[src/ibp_pkg.sv]
// ibp_pkg: shared constants, types and helpers of the index bit packer.
// No dependencies; every other file of the block imports this package.
package ibp_pkg;

	// element and word geometry
	localparam int MAX_ELEMENT_BITS = 25;
	localparam int MIN_ELEMENT_BITS = 8;
	localparam int ELEM_W           = MAX_ELEMENT_BITS;
	localparam int CFG_W            = 5;
	localparam int ACC_W            = 32;
	localparam int CNT_W            = 6;
	localparam int BYTE_W           = 8;
	localparam int NB_W             = 3;

	// configuration port
	localparam int APB_DATA_W = 32;
	localparam int APB_ADDR_W = 3;
	localparam logic [CFG_W-1:0] RST_ELEMENT_BITS = 5'd21;

	// register index, taken from paddr[2]
	typedef enum logic [0:0] {
		REG_ELEMENT_BITS = 1'b0
	} ibp_reg_idx_t;

	// one packed item handed to the byte serializer
	typedef struct packed {
		logic [ACC_W-1:0] word;    // bytes left aligned, first byte in the top bits
		logic [NB_W-1:0]  nbytes;  // 1..4
		logic             last;
	} ibp_pack_t;

	// packer status, used by checks at the top level
	typedef struct packed {
		logic             move;
		logic             last;
		logic [CNT_W-1:0] pend;
		logic [ACC_W-1:0] acc;
	} ibp_stat_t;

	// clamp the programmed width into the legal range
	function automatic logic [CNT_W-1:0] eff_width(input logic [CFG_W-1:0] bits);
		logic [CNT_W-1:0] w;
		w = {1'b0, bits};
		if (w < CNT_W'(MIN_ELEMENT_BITS))
			w = CNT_W'(MIN_ELEMENT_BITS);
		else if (w > CNT_W'(MAX_ELEMENT_BITS))
			w = CNT_W'(MAX_ELEMENT_BITS);
		return w;
	endfunction

endpackage

[src/ibp_in_if.sv]
// ibp_in_if: input channel of the index bit packer (valid/ready plus element).
// Depends on ibp_pkg for field widths.
interface ibp_in_if;
	import ibp_pkg::*;

	logic              valid;
	logic              ready;
	logic [ELEM_W-1:0] element_value;
	logic              final_element;

	modport source (output valid, output element_value, output final_element, input ready);
	modport sink   (input valid, input element_value, input final_element, output ready);
endinterface

[src/ibp_out_if.sv]
// ibp_out_if: output channel of the index bit packer (valid/ready plus byte).
// Depends on ibp_pkg for field widths.
interface ibp_out_if;
	import ibp_pkg::*;

	logic              valid;
	logic              ready;
	logic [BYTE_W-1:0] packed_byte;
	logic              final_byte;

	modport source (output valid, output packed_byte, output final_byte, input ready);
	modport sink   (input valid, input packed_byte, input final_byte, output ready);
endinterface

[src/index_bit_packer_top.sv]
// index_bit_packer_top: top level of the index bit packer.
// Depends on ibp_pkg, ibp_in_if, ibp_out_if, ibp_cfg, ibp_pack, ibp_ser.
//
// Packs the low element_bits bits (8..25, reset 21) of each element into a
// big-endian bit stream and sends it one byte per word on out_ch; the last
// byte produced by an element marked final_element carries final_byte, and
// bits left over after a final element are dropped. Each element yields
// count/8 bytes (1 to 4), where count is the leftover bits plus element_bits;
// the output channel moves one byte per cycle while out_ch.ready holds, and
// input words are taken back to back whenever the byte stream keeps pace.
// An element passes the input register, word holding stage and output
// register before its first byte. element_bits sits at APB address 0; the
// user must write it only while the block is idle; the block does not enforce it.
module index_bit_packer_top (
	input  logic                           clk,
	input  logic                           arst_n,
	ibp_in_if.sink                         in_ch,
	ibp_out_if.source                      out_ch,
	input  logic                           psel,
	input  logic                           penable,
	input  logic                           pwrite,
	input  logic [ibp_pkg::APB_ADDR_W-1:0] paddr,
	input  logic [ibp_pkg::APB_DATA_W-1:0] pwdata,
	output logic [ibp_pkg::APB_DATA_W-1:0] prdata,
	output logic                           pready
);
	import ibp_pkg::*;

	logic [CNT_W-1:0] width;
	ibp_pack_t        pack;
	logic             pack_valid;
	logic             pack_take;
	ibp_stat_t        stat;

	ibp_cfg u_cfg (
		.clk     (clk),
		.arst_n  (arst_n),
		.psel    (psel),
		.penable (penable),
		.pwrite  (pwrite),
		.paddr   (paddr),
		.pwdata  (pwdata),
		.prdata  (prdata),
		.pready  (pready),
		.width   (width)
	);

	ibp_pack u_pack (
		.clk        (clk),
		.arst_n     (arst_n),
		.in_ch      (in_ch),
		.width      (width),
		.pack_o     (pack),
		.pack_valid (pack_valid),
		.pack_take  (pack_take),
		.stat       (stat)
	);

	ibp_ser u_ser (
		.clk        (clk),
		.arst_n     (arst_n),
		.pack_i     (pack),
		.pack_valid (pack_valid),
		.pack_take  (pack_take),
		.out_ch     (out_ch)
	);

	// leftover bit count never reaches a whole byte
	a_pend_lt_byte: assert property (@(posedge clk) disable iff (!arst_n)
		stat.pend < CNT_W'(BYTE_W))
		else $error("leftover bit count reached a full byte");

	// accumulator holds no bits above the leftover count
	a_acc_clean: assert property (@(posedge clk) disable iff (!arst_n)
		(stat.acc >> stat.pend) == '0)
		else $error("accumulator has stale bits above leftover count");

	// a final element empties the accumulator
	a_final_clears: assert property (@(posedge clk) disable iff (!arst_n)
		stat.move && stat.last |=> stat.pend == '0 && stat.acc == '0)
		else $error("accumulator not cleared after final element");
endmodule

[src/ibp_cfg.sv]
// ibp_cfg: APB-style register file holding element_bits.
// Depends on ibp_pkg; drives the clamped width to the packer.
module ibp_cfg (
	input  logic                          clk,
	input  logic                          arst_n,
	input  logic                          psel,
	input  logic                          penable,
	input  logic                          pwrite,
	input  logic [ibp_pkg::APB_ADDR_W-1:0] paddr,
	input  logic [ibp_pkg::APB_DATA_W-1:0] pwdata,
	output logic [ibp_pkg::APB_DATA_W-1:0] prdata,
	output logic                          pready,
	output logic [ibp_pkg::CNT_W-1:0]      width
);
	import ibp_pkg::*;

	logic [CFG_W-1:0] element_bits_q;
	ibp_reg_idx_t     idx;
	logic             wr_en;

	assign idx    = ibp_reg_idx_t'(paddr[2]);
	assign pready = 1'b1;
	assign wr_en  = psel && penable && pwrite && (idx == REG_ELEMENT_BITS);

	always_ff @(posedge clk or negedge arst_n) begin
		if (!arst_n) begin
			element_bits_q <= RST_ELEMENT_BITS;
		end else if (wr_en) begin
			element_bits_q <= pwdata[CFG_W-1:0];
		end
	end

	// read back
	always_comb begin
		unique case (idx)
			REG_ELEMENT_BITS: prdata = APB_DATA_W'(element_bits_q);
			default:          prdata = '0;
		endcase
	end

	assign width = eff_width(element_bits_q);
endmodule

[src/ibp_pack.sv]
// ibp_pack: input register and bit accumulator; merges each element with the
// leftover bits and hands a left-aligned word of whole bytes on. Uses ibp_pkg, ibp_in_if.
module ibp_pack (
	input  logic                     clk,
	input  logic                     arst_n,
	ibp_in_if.sink                   in_ch,
	input  logic [ibp_pkg::CNT_W-1:0] width,
	output ibp_pkg::ibp_pack_t       pack_o,
	output logic                     pack_valid,
	input  logic                     pack_take,
	output ibp_pkg::ibp_stat_t       stat
);
	import ibp_pkg::*;

	logic              valid_s1;
	logic [ELEM_W-1:0] value_s1;
	logic              last_s1;

	logic [ACC_W-1:0]   acc_q;
	logic [CNT_W-1:0]   pend_q;

	logic [ACC_W-1:0]   mask;
	logic [2*ACC_W-1:0] full_w;
	logic [ACC_W-1:0]   full;
	logic [CNT_W-1:0]   count;
	logic [2:0]         rem;
	logic [ACC_W-1:0]   acc_nxt;
	logic               move;

	assign move        = valid_s1 && pack_take;
	assign in_ch.ready = !valid_s1 || pack_take;

	// input register
	always_ff @(posedge clk or negedge arst_n) begin
		if (!arst_n) begin
			valid_s1 <= 1'b0;
		end else if (in_ch.ready) begin
			valid_s1 <= in_ch.valid;
		end
	end

	always_ff @(posedge clk) begin
		if (in_ch.ready && in_ch.valid) begin
			value_s1 <= in_ch.element_value;
			last_s1  <= in_ch.final_element;
		end
	end

	// append the masked element below the leftover bits
	always_comb begin
		mask    = (ACC_W'(1) << width) - ACC_W'(1);
		full_w  = ({{ACC_W{1'b0}}, acc_q} << width)
		        | (2*ACC_W)'(value_s1 & mask[ELEM_W-1:0]);
		full    = full_w[ACC_W-1:0];
		count   = pend_q + width;
		rem     = count[2:0];
		acc_nxt = full & ((ACC_W'(1) << rem) - ACC_W'(1));
	end

	assign pack_valid    = valid_s1;
	assign pack_o.word   = full << (CNT_W'(ACC_W) - count);
	assign pack_o.nbytes = count[CNT_W-1:3];
	assign pack_o.last   = last_s1;

	// leftover bits; a final element drops them
	always_ff @(posedge clk or negedge arst_n) begin
		if (!arst_n) begin
			acc_q  <= '0;
			pend_q <= '0;
		end else if (move) begin
			if (last_s1) begin
				acc_q  <= '0;
				pend_q <= '0;
			end else begin
				acc_q  <= acc_nxt;
				pend_q <= CNT_W'(rem);
			end
		end
	end

	assign stat.move = move;
	assign stat.last = last_s1;
	assign stat.pend = pend_q;
	assign stat.acc  = acc_q;
endmodule

[src/ibp_ser.sv]
// ibp_ser: holds one packed word and sends its bytes, first byte first,
// through an output register. Uses ibp_pkg, ibp_out_if.
module ibp_ser (
	input  logic               clk,
	input  logic               arst_n,
	input  ibp_pkg::ibp_pack_t pack_i,
	input  logic               pack_valid,
	output logic               pack_take,
	ibp_out_if.source          out_ch
);
	import ibp_pkg::*;

	logic [ACC_W-1:0]  word_s2;
	logic [NB_W-1:0]   left_s2;
	logic              last_s2;
	logic              valid_s2;

	logic              valid_q;
	logic [BYTE_W-1:0] byte_q;
	logic              fbyte_q;

	logic out_load;
	logic emit;
	logic s2_done;

	assign out_load  = !valid_q || out_ch.ready;
	assign emit      = valid_s2 && out_load;
	assign s2_done   = emit && (left_s2 == NB_W'(1));
	assign pack_take = pack_valid && (!valid_s2 || s2_done);

	// word holding stage
	always_ff @(posedge clk or negedge arst_n) begin
		if (!arst_n) begin
			valid_s2 <= 1'b0;
		end else if (pack_take) begin
			valid_s2 <= 1'b1;
		end else if (s2_done) begin
			valid_s2 <= 1'b0;
		end
	end

	always_ff @(posedge clk) begin
		if (pack_take) begin
			word_s2 <= pack_i.word;
			left_s2 <= pack_i.nbytes;
			last_s2 <= pack_i.last;
		end else if (emit) begin
			word_s2 <= word_s2 << BYTE_W;
			left_s2 <= left_s2 - NB_W'(1);
		end
	end

	// output register
	always_ff @(posedge clk or negedge arst_n) begin
		if (!arst_n) begin
			valid_q <= 1'b0;
		end else if (out_load) begin
			valid_q <= emit;
		end
	end

	always_ff @(posedge clk) begin
		if (emit) begin
			byte_q  <= word_s2[ACC_W-1 -: BYTE_W];
			fbyte_q <= last_s2 && (left_s2 == NB_W'(1));
		end
	end

	assign out_ch.valid       = valid_q;
	assign out_ch.packed_byte = byte_q;
	assign out_ch.final_byte  = fbyte_q;
endmodule
[src/flat_wrapper.sv]
// flat-port wrapper written by rule: the top's interface ports become plain ports
module index_bit_packer_top_flat import ibp_pkg::*;
  (clk, arst_n, psel, penable, pwrite, paddr, pwdata, prdata, pready, in_ch_valid, in_ch_element_value, in_ch_final_element, in_ch_ready, out_ch_valid, out_ch_packed_byte, out_ch_final_byte, out_ch_ready);
  ibp_in_if in_ch_i ();
  ibp_out_if out_ch_i ();
  input  logic clk;
  input  logic arst_n;
  input  logic psel;
  input  logic penable;
  input  logic pwrite;
  input  logic [ibp_pkg::APB_ADDR_W-1:0] paddr;
  input  logic [ibp_pkg::APB_DATA_W-1:0] pwdata;
  output logic [ibp_pkg::APB_DATA_W-1:0] prdata;
  output logic pready;
  input wire logic [$bits(in_ch_i.valid)-1:0] in_ch_valid;
  input wire logic [$bits(in_ch_i.element_value)-1:0] in_ch_element_value;
  input wire logic [$bits(in_ch_i.final_element)-1:0] in_ch_final_element;
  output wire logic [$bits(in_ch_i.ready)-1:0] in_ch_ready;
  output wire logic [$bits(out_ch_i.valid)-1:0] out_ch_valid;
  output wire logic [$bits(out_ch_i.packed_byte)-1:0] out_ch_packed_byte;
  output wire logic [$bits(out_ch_i.final_byte)-1:0] out_ch_final_byte;
  input wire logic [$bits(out_ch_i.ready)-1:0] out_ch_ready;
  assign in_ch_i.valid = in_ch_valid;
  assign in_ch_i.element_value = in_ch_element_value;
  assign in_ch_i.final_element = in_ch_final_element;
  assign in_ch_ready = in_ch_i.ready;
  assign out_ch_valid = out_ch_i.valid;
  assign out_ch_packed_byte = out_ch_i.packed_byte;
  assign out_ch_final_byte = out_ch_i.final_byte;
  assign out_ch_i.ready = out_ch_ready;
  index_bit_packer_top u_core (.clk(clk), .arst_n(arst_n), .in_ch(in_ch_i), .out_ch(out_ch_i), .psel(psel), .penable(penable), .pwrite(pwrite), .paddr(paddr), .pwdata(pwdata), .prdata(prdata), .pready(pready));
endmodule
[config.mk]
export PLATFORM = sky130hd
export DESIGN_NAME = index_bit_packer_top_flat
export DESIGN_NICKNAME = d
export VERILOG_FILES = /design/src/ibp_pkg.sv /design/src/ibp_in_if.sv /design/src/ibp_out_if.sv /design/src/index_bit_packer_top.sv /design/src/ibp_cfg.sv /design/src/ibp_pack.sv /design/src/ibp_ser.sv /design/src/flat_wrapper.sv
export SDC_FILE = /design/constraint.sdc
export NUM_CORES = 1
export LEC_CHECK = 0
export BUFFER_PORTS_ARGS = -buffer_cell sky130_fd_sc_hd__clkbuf_2
export CAP_MARGIN = 20
export CORE_MARGIN = 3
export CORE_UTILIZATION = 45
export DETAILED_ROUTE_END_ITERATION = 10
export HOLD_SLACK_MARGIN = 0.03
export PLACE_DENSITY = 0.67
export SKIP_LAST_GASP = 1
export SLEW_MARGIN = 40
export SYNTH_ARGS = -nofsm -noshare
export SYNTH_HDL_FRONTEND = slang
export SYNTH_SLANG_ARGS = --single-unit
[constraint.sdc]
create_clock -name clk -period 4.2 [get_ports clk]
set_input_delay 0.21 -clock clk [delete_from_list [all_inputs] [get_ports clk]]
set_output_delay 0.21 -clock clk [all_outputs]
set_load 0.02 [all_outputs]
==> flow_summary_export.csv <==
group,metric,value,unit
clocking,cts-root-buf,"clkbuf_16",
sta,setup_viol,0,
place,port_buffers,54,
drt,vias,8682,
synth,ys_warn_count,0,
synth,synthCells,1003,
sta,fmax,247.3,MHz
floorplan,dieArea,21850,sq um
clocking,cts.sinks,106,
final_layout,final_cells,1341,
pwr,ir_drop,0.5987,mV
worst_setup_path,critPathMaxStageDelay,0.66,ns
worst_setup_path,cp.buffers_inverters,1,
synth,synthArstFlopShare,33.02,%
grt,grt-ovfl-total,0,
final_layout,fill_cells,1881,
floorplan,die-height,147.8,microns
floorplan,core,19590,sq um
synth,avgSynthCellArea,9.024,sq um
place,place.gp.congestion,1.012,
place,dp_cells,1297,
worst_setup_path,crit_top_cell,"nor2_2",
worst_hold_path,hp-class,"primary input to register",
sta,fin_skew,0.01360,ns
worst_setup_path,cp_data_required_time,4.34,ns
synth,synth.top_cells.by_count,"113 x nand2_1, 71 x edfxtp_1, 69 x nor2_1, 59 x o21ai_0, 52 x nand3_1",
sta,finalCriticalPeriod,4.044,ns
grt,grt_usage,29.76,%
worst_setup_path,startpoint_type,"register",
final_layout,areaGrowthSynthToFinish,11.87,%
sta,rsz0062_at_grt,"false",
clocking,cts_made_buffers,9,
sta,tns,0,ns
synth,synth_area_leaders,"edfxtp_1 24%, dfrtp_1 8.8%, nand2_1 4.7%",
pwr,power,9.232,mW
sta,worstMarginPinSlew,0.7634,ns
grt,grt_pass1_vias,8175,
final_layout,seq_area,3012,sq um
floorplan,dieWidth,147.8,microns
drt,remaining_drc_errors,0,
synth,yosysTopAreaCell,"edfxtp_1",
worst_setup_path,crit_start,"u_core.u_cfg.element_bits_q[4]",
sta,post-route-period-util,96.29,%
grt,use_met3,6.070,%
final_layout,nets,1152,
place,dp_hpwl,24.12,mm
final_layout,multi_input_area,5418,sq um
drt,avgViaCountPerCell,6.474,
synth,syn-cell-area,9051,sq um
sta,relSlewSlack,48.57,%
worst_setup_path,cp_top_family,"compound AO/OA/AOI/OAI gates",
clocking,clk-insertion-delay-late,0.37,ns
synth,post-synth-top-count-cell,"nand2_1",
place,place_area,9549,sq um
worst_setup_path,crit_type,"register to register",
status,status,"finished clean",
grt,grt_max_degree,42,
worst_setup_path,path_max_fanout,27,
pwr,p_leak,3.912,nW
worst_setup_path,r2r-start,"u_core.u_cfg.element_bits_q[4]",
grt,grt-busiest-layer,"met1",
sta,hold_viol,0,
final_layout,drive_above_1_share,19.24,%
floorplan,initial_core_util,46.20,%
synth,ys.flop_type,"edfxtp_1",
grt,grt_pass1_wl,49.99,mm
floorplan,num_rows,51,
drt,ant_nets,0,
sta,drv_slew,0,
drt,first_pass_iters,6,
drt,drt_iter0_drc,1066,
synth,seq_area_frac_synth,33.27,%
worst_setup_path,cp.arrival,4.18,ns
worst_setup_path,cp_cell_sequence,"buf_4 -> xnor2_4 -> nor2_2 -> o221a_1 -> nor2_2 -> o311ai_0 -> a21oi_1 -> nor3_1 -> a2111oi_0 -> a211oi_1",
synth,synth_top_area_share,23.56,%
final_layout,antenna_cells,0,
pwr,power_density,911.8,nW/um^2
clocking,tritoncts,"yes",
grt,grtUsageMet2,43.89,%
worst_setup_path,crit_path_end_kind,"register",
clocking,cts_buffer_depth,2,
flow_run,max_cap_viol_count,0,
grt,grt_antenna_before_repair,0,
final_layout,final_area,10130,sq um
floorplan,ioPinCount,112,
drt,wl_per_cell,24.53,microns
clocking,clkTransAtPathRegs,0.08,ns
synth,synth-edff-count,71,
synth,synth_cell_types,104,
synth,ys_ff_latch,106,
drt,wl,32.90,mm
clocking,htreeDepth,3,
worst_hold_path,min_from,"in_ch_valid",
worst_setup_path,crit_slowest_cell,"dfstp_2",
grt,grtUsageMet1,44.05,%
==> per-stage QoR <==
stage / setup slack (ns) / utilization, % / hold slack (ns)
finish: 0.1560 / 51.69 / 0.05382
global route: 0.01566 / 51.69 / 0.07446
CTS: 0.1943 / 51.56 / 0.05024
detailed placement: 0.2232 / 48.75 / 0.2649
global placement: 0.2351 / 48.73 / 0.3864
floorplan: 0.003774 / - / -0.08559
==> cells by family after synthesis <==
kind of cell	share of synthesized area, %
XOR/XNOR	1.756
adder cells (fa/ha/maj)	1.797
buffers and inverters	8.267
AND/OR/NAND/NOR	19.09
flip-flops	33.27
AO/OA/AOI/OAI	24.98
other	0.08297
multiplexers	10.75
==> flip-flops by register name, indices dropped and copies added, names as in the netlist <==
signal                           cells
u_core.u_ser.word_s2                32
u_core.u_pack.value_s1              25
u_core.u_pack.acc_q                 24
u_core.u_ser.out_ch.packed_byte      8
u_core.u_cfg.element_bits_q          5
u_core.u_pack.pend_q                 3
u_core.u_ser.left_s2                 3
u_core.u_pack.last_s1                1
u_core.u_pack.pack_valid             1
u_core.u_ser.last_s2                 1
u_core.u_ser.out_ch.final_byte       1
u_core.u_ser.out_ch.valid            1
u_core.u_ser.valid_s2                1
==> worst reg2reg max path, stage by stage, from the launching register on <==
cell and delay [ns]:
dfstp_2 0.66, buf_4 0.40, xnor2_4 0.29, nor2_2 0.45, o221a_1 0.30, nor2_2 0.09
o311ai_0 0.65, a21oi_1 0.14, nor3_1 0.33, a2111oi_0 0.14, a211oi_1 0.36
==> final timing paths <==
check | to | slack (ns) | depth (start not counted)
worst max-delay path | u_core.u_ser.word_s2[28] | 0.16 | 10
worst min-delay path | u_core.u_pack.pack_valid | 0.05 | 2
worst max register to register | u_core.u_ser.word_s2[28] | 0.16 | 10
worst min register to register | u_core.u_ser.out_ch.packed_byte[4] | 0.42 | 0
max in group asynchronous | u_core.u_ser.out_ch.valid | 3.42 | 2
min in group asynchronous | u_core.u_pack.acc_q[3] | 0.39 | 2
==> cells in the final DEF (no fill, tap or decap), types with 6 or more instances in the layout <==
master / Yosys / routed
a221oi_1: 7 / 7
conb_1: 2 / 30
mux4_2: 15 / 15
clkbuf_2: 0 / 53
nand2_1: 113 / 112
and2_1: 17 / 17
xnor2_1: 7 / 7
edfxtp_1: 71 / 71
mux2i_1: 41 / 41
mux2_2: 20 / 20
nor2b_1: 8 / 8
a211oi_1: 20 / 20
a32oi_1: 8 / 8
ha_1: 13 / 13
nor3_1: 13 / 13
o21ai_0: 59 / 59
and3_1: 7 / 7
a31oi_1: 17 / 17
o211ai_1: 16 / 16
buf_4: 39 / 57
o31ai_1: 11 / 11
a21oi_1: 42 / 42
nor4_1: 6 / 6
o21ai_1: 13 / 13
a22o_1: 10 / 10
o41ai_1: 8 / 7
inv_1: 19 / 19
dfrtp_1: 32 / 32
nor2_1: 69 / 69
nand3_1: 52 / 52
clkbuf_16: 0 / 9
dlygate4sd3_1: 0 / 27
a22oi_1: 6 / 6
a2111oi_0: 7 / 7
nand2b_1: 13 / 13
o22ai_1: 8 / 8
nand4_1: 12 / 12
o21a_1: 7 / 7
==> metal layers <==
layer	share of wire, %	vias to the layer above
met4	2.8	0
met5	0	-
li1	-	3901
met2	43	520
met3	9.9	60
met1	44	4201
==> power by group <==
group          internal, mW  switching [mW]
Clock                 0.411           0.429
Sequential             1.46           0.348
Combinational          2.38            4.20
==> final cells by class <==
| class | count | area share [%] |
|---|---|---|
| clock buffer | 10 | 2.261 |
| clock inverter | 6 | 0.5066 |
| inverter | 25 | 0.9267 |
| multi-input combinational | 790 | 53.50 |
| sequential | 106 | 29.74 |
| tap | 265 | 3.274 |
| timing repair buffer | 139 | 9.786 |
==> repair_timing <==
item	CTS	global route
hold buffers	27	0
buffers inserted	0	1
gates resized for setup	0	2
hold endpoints to repair	58	0
setup endpoints to repair	0	3
Note: power is estimated with default switching activity, not from simulation.
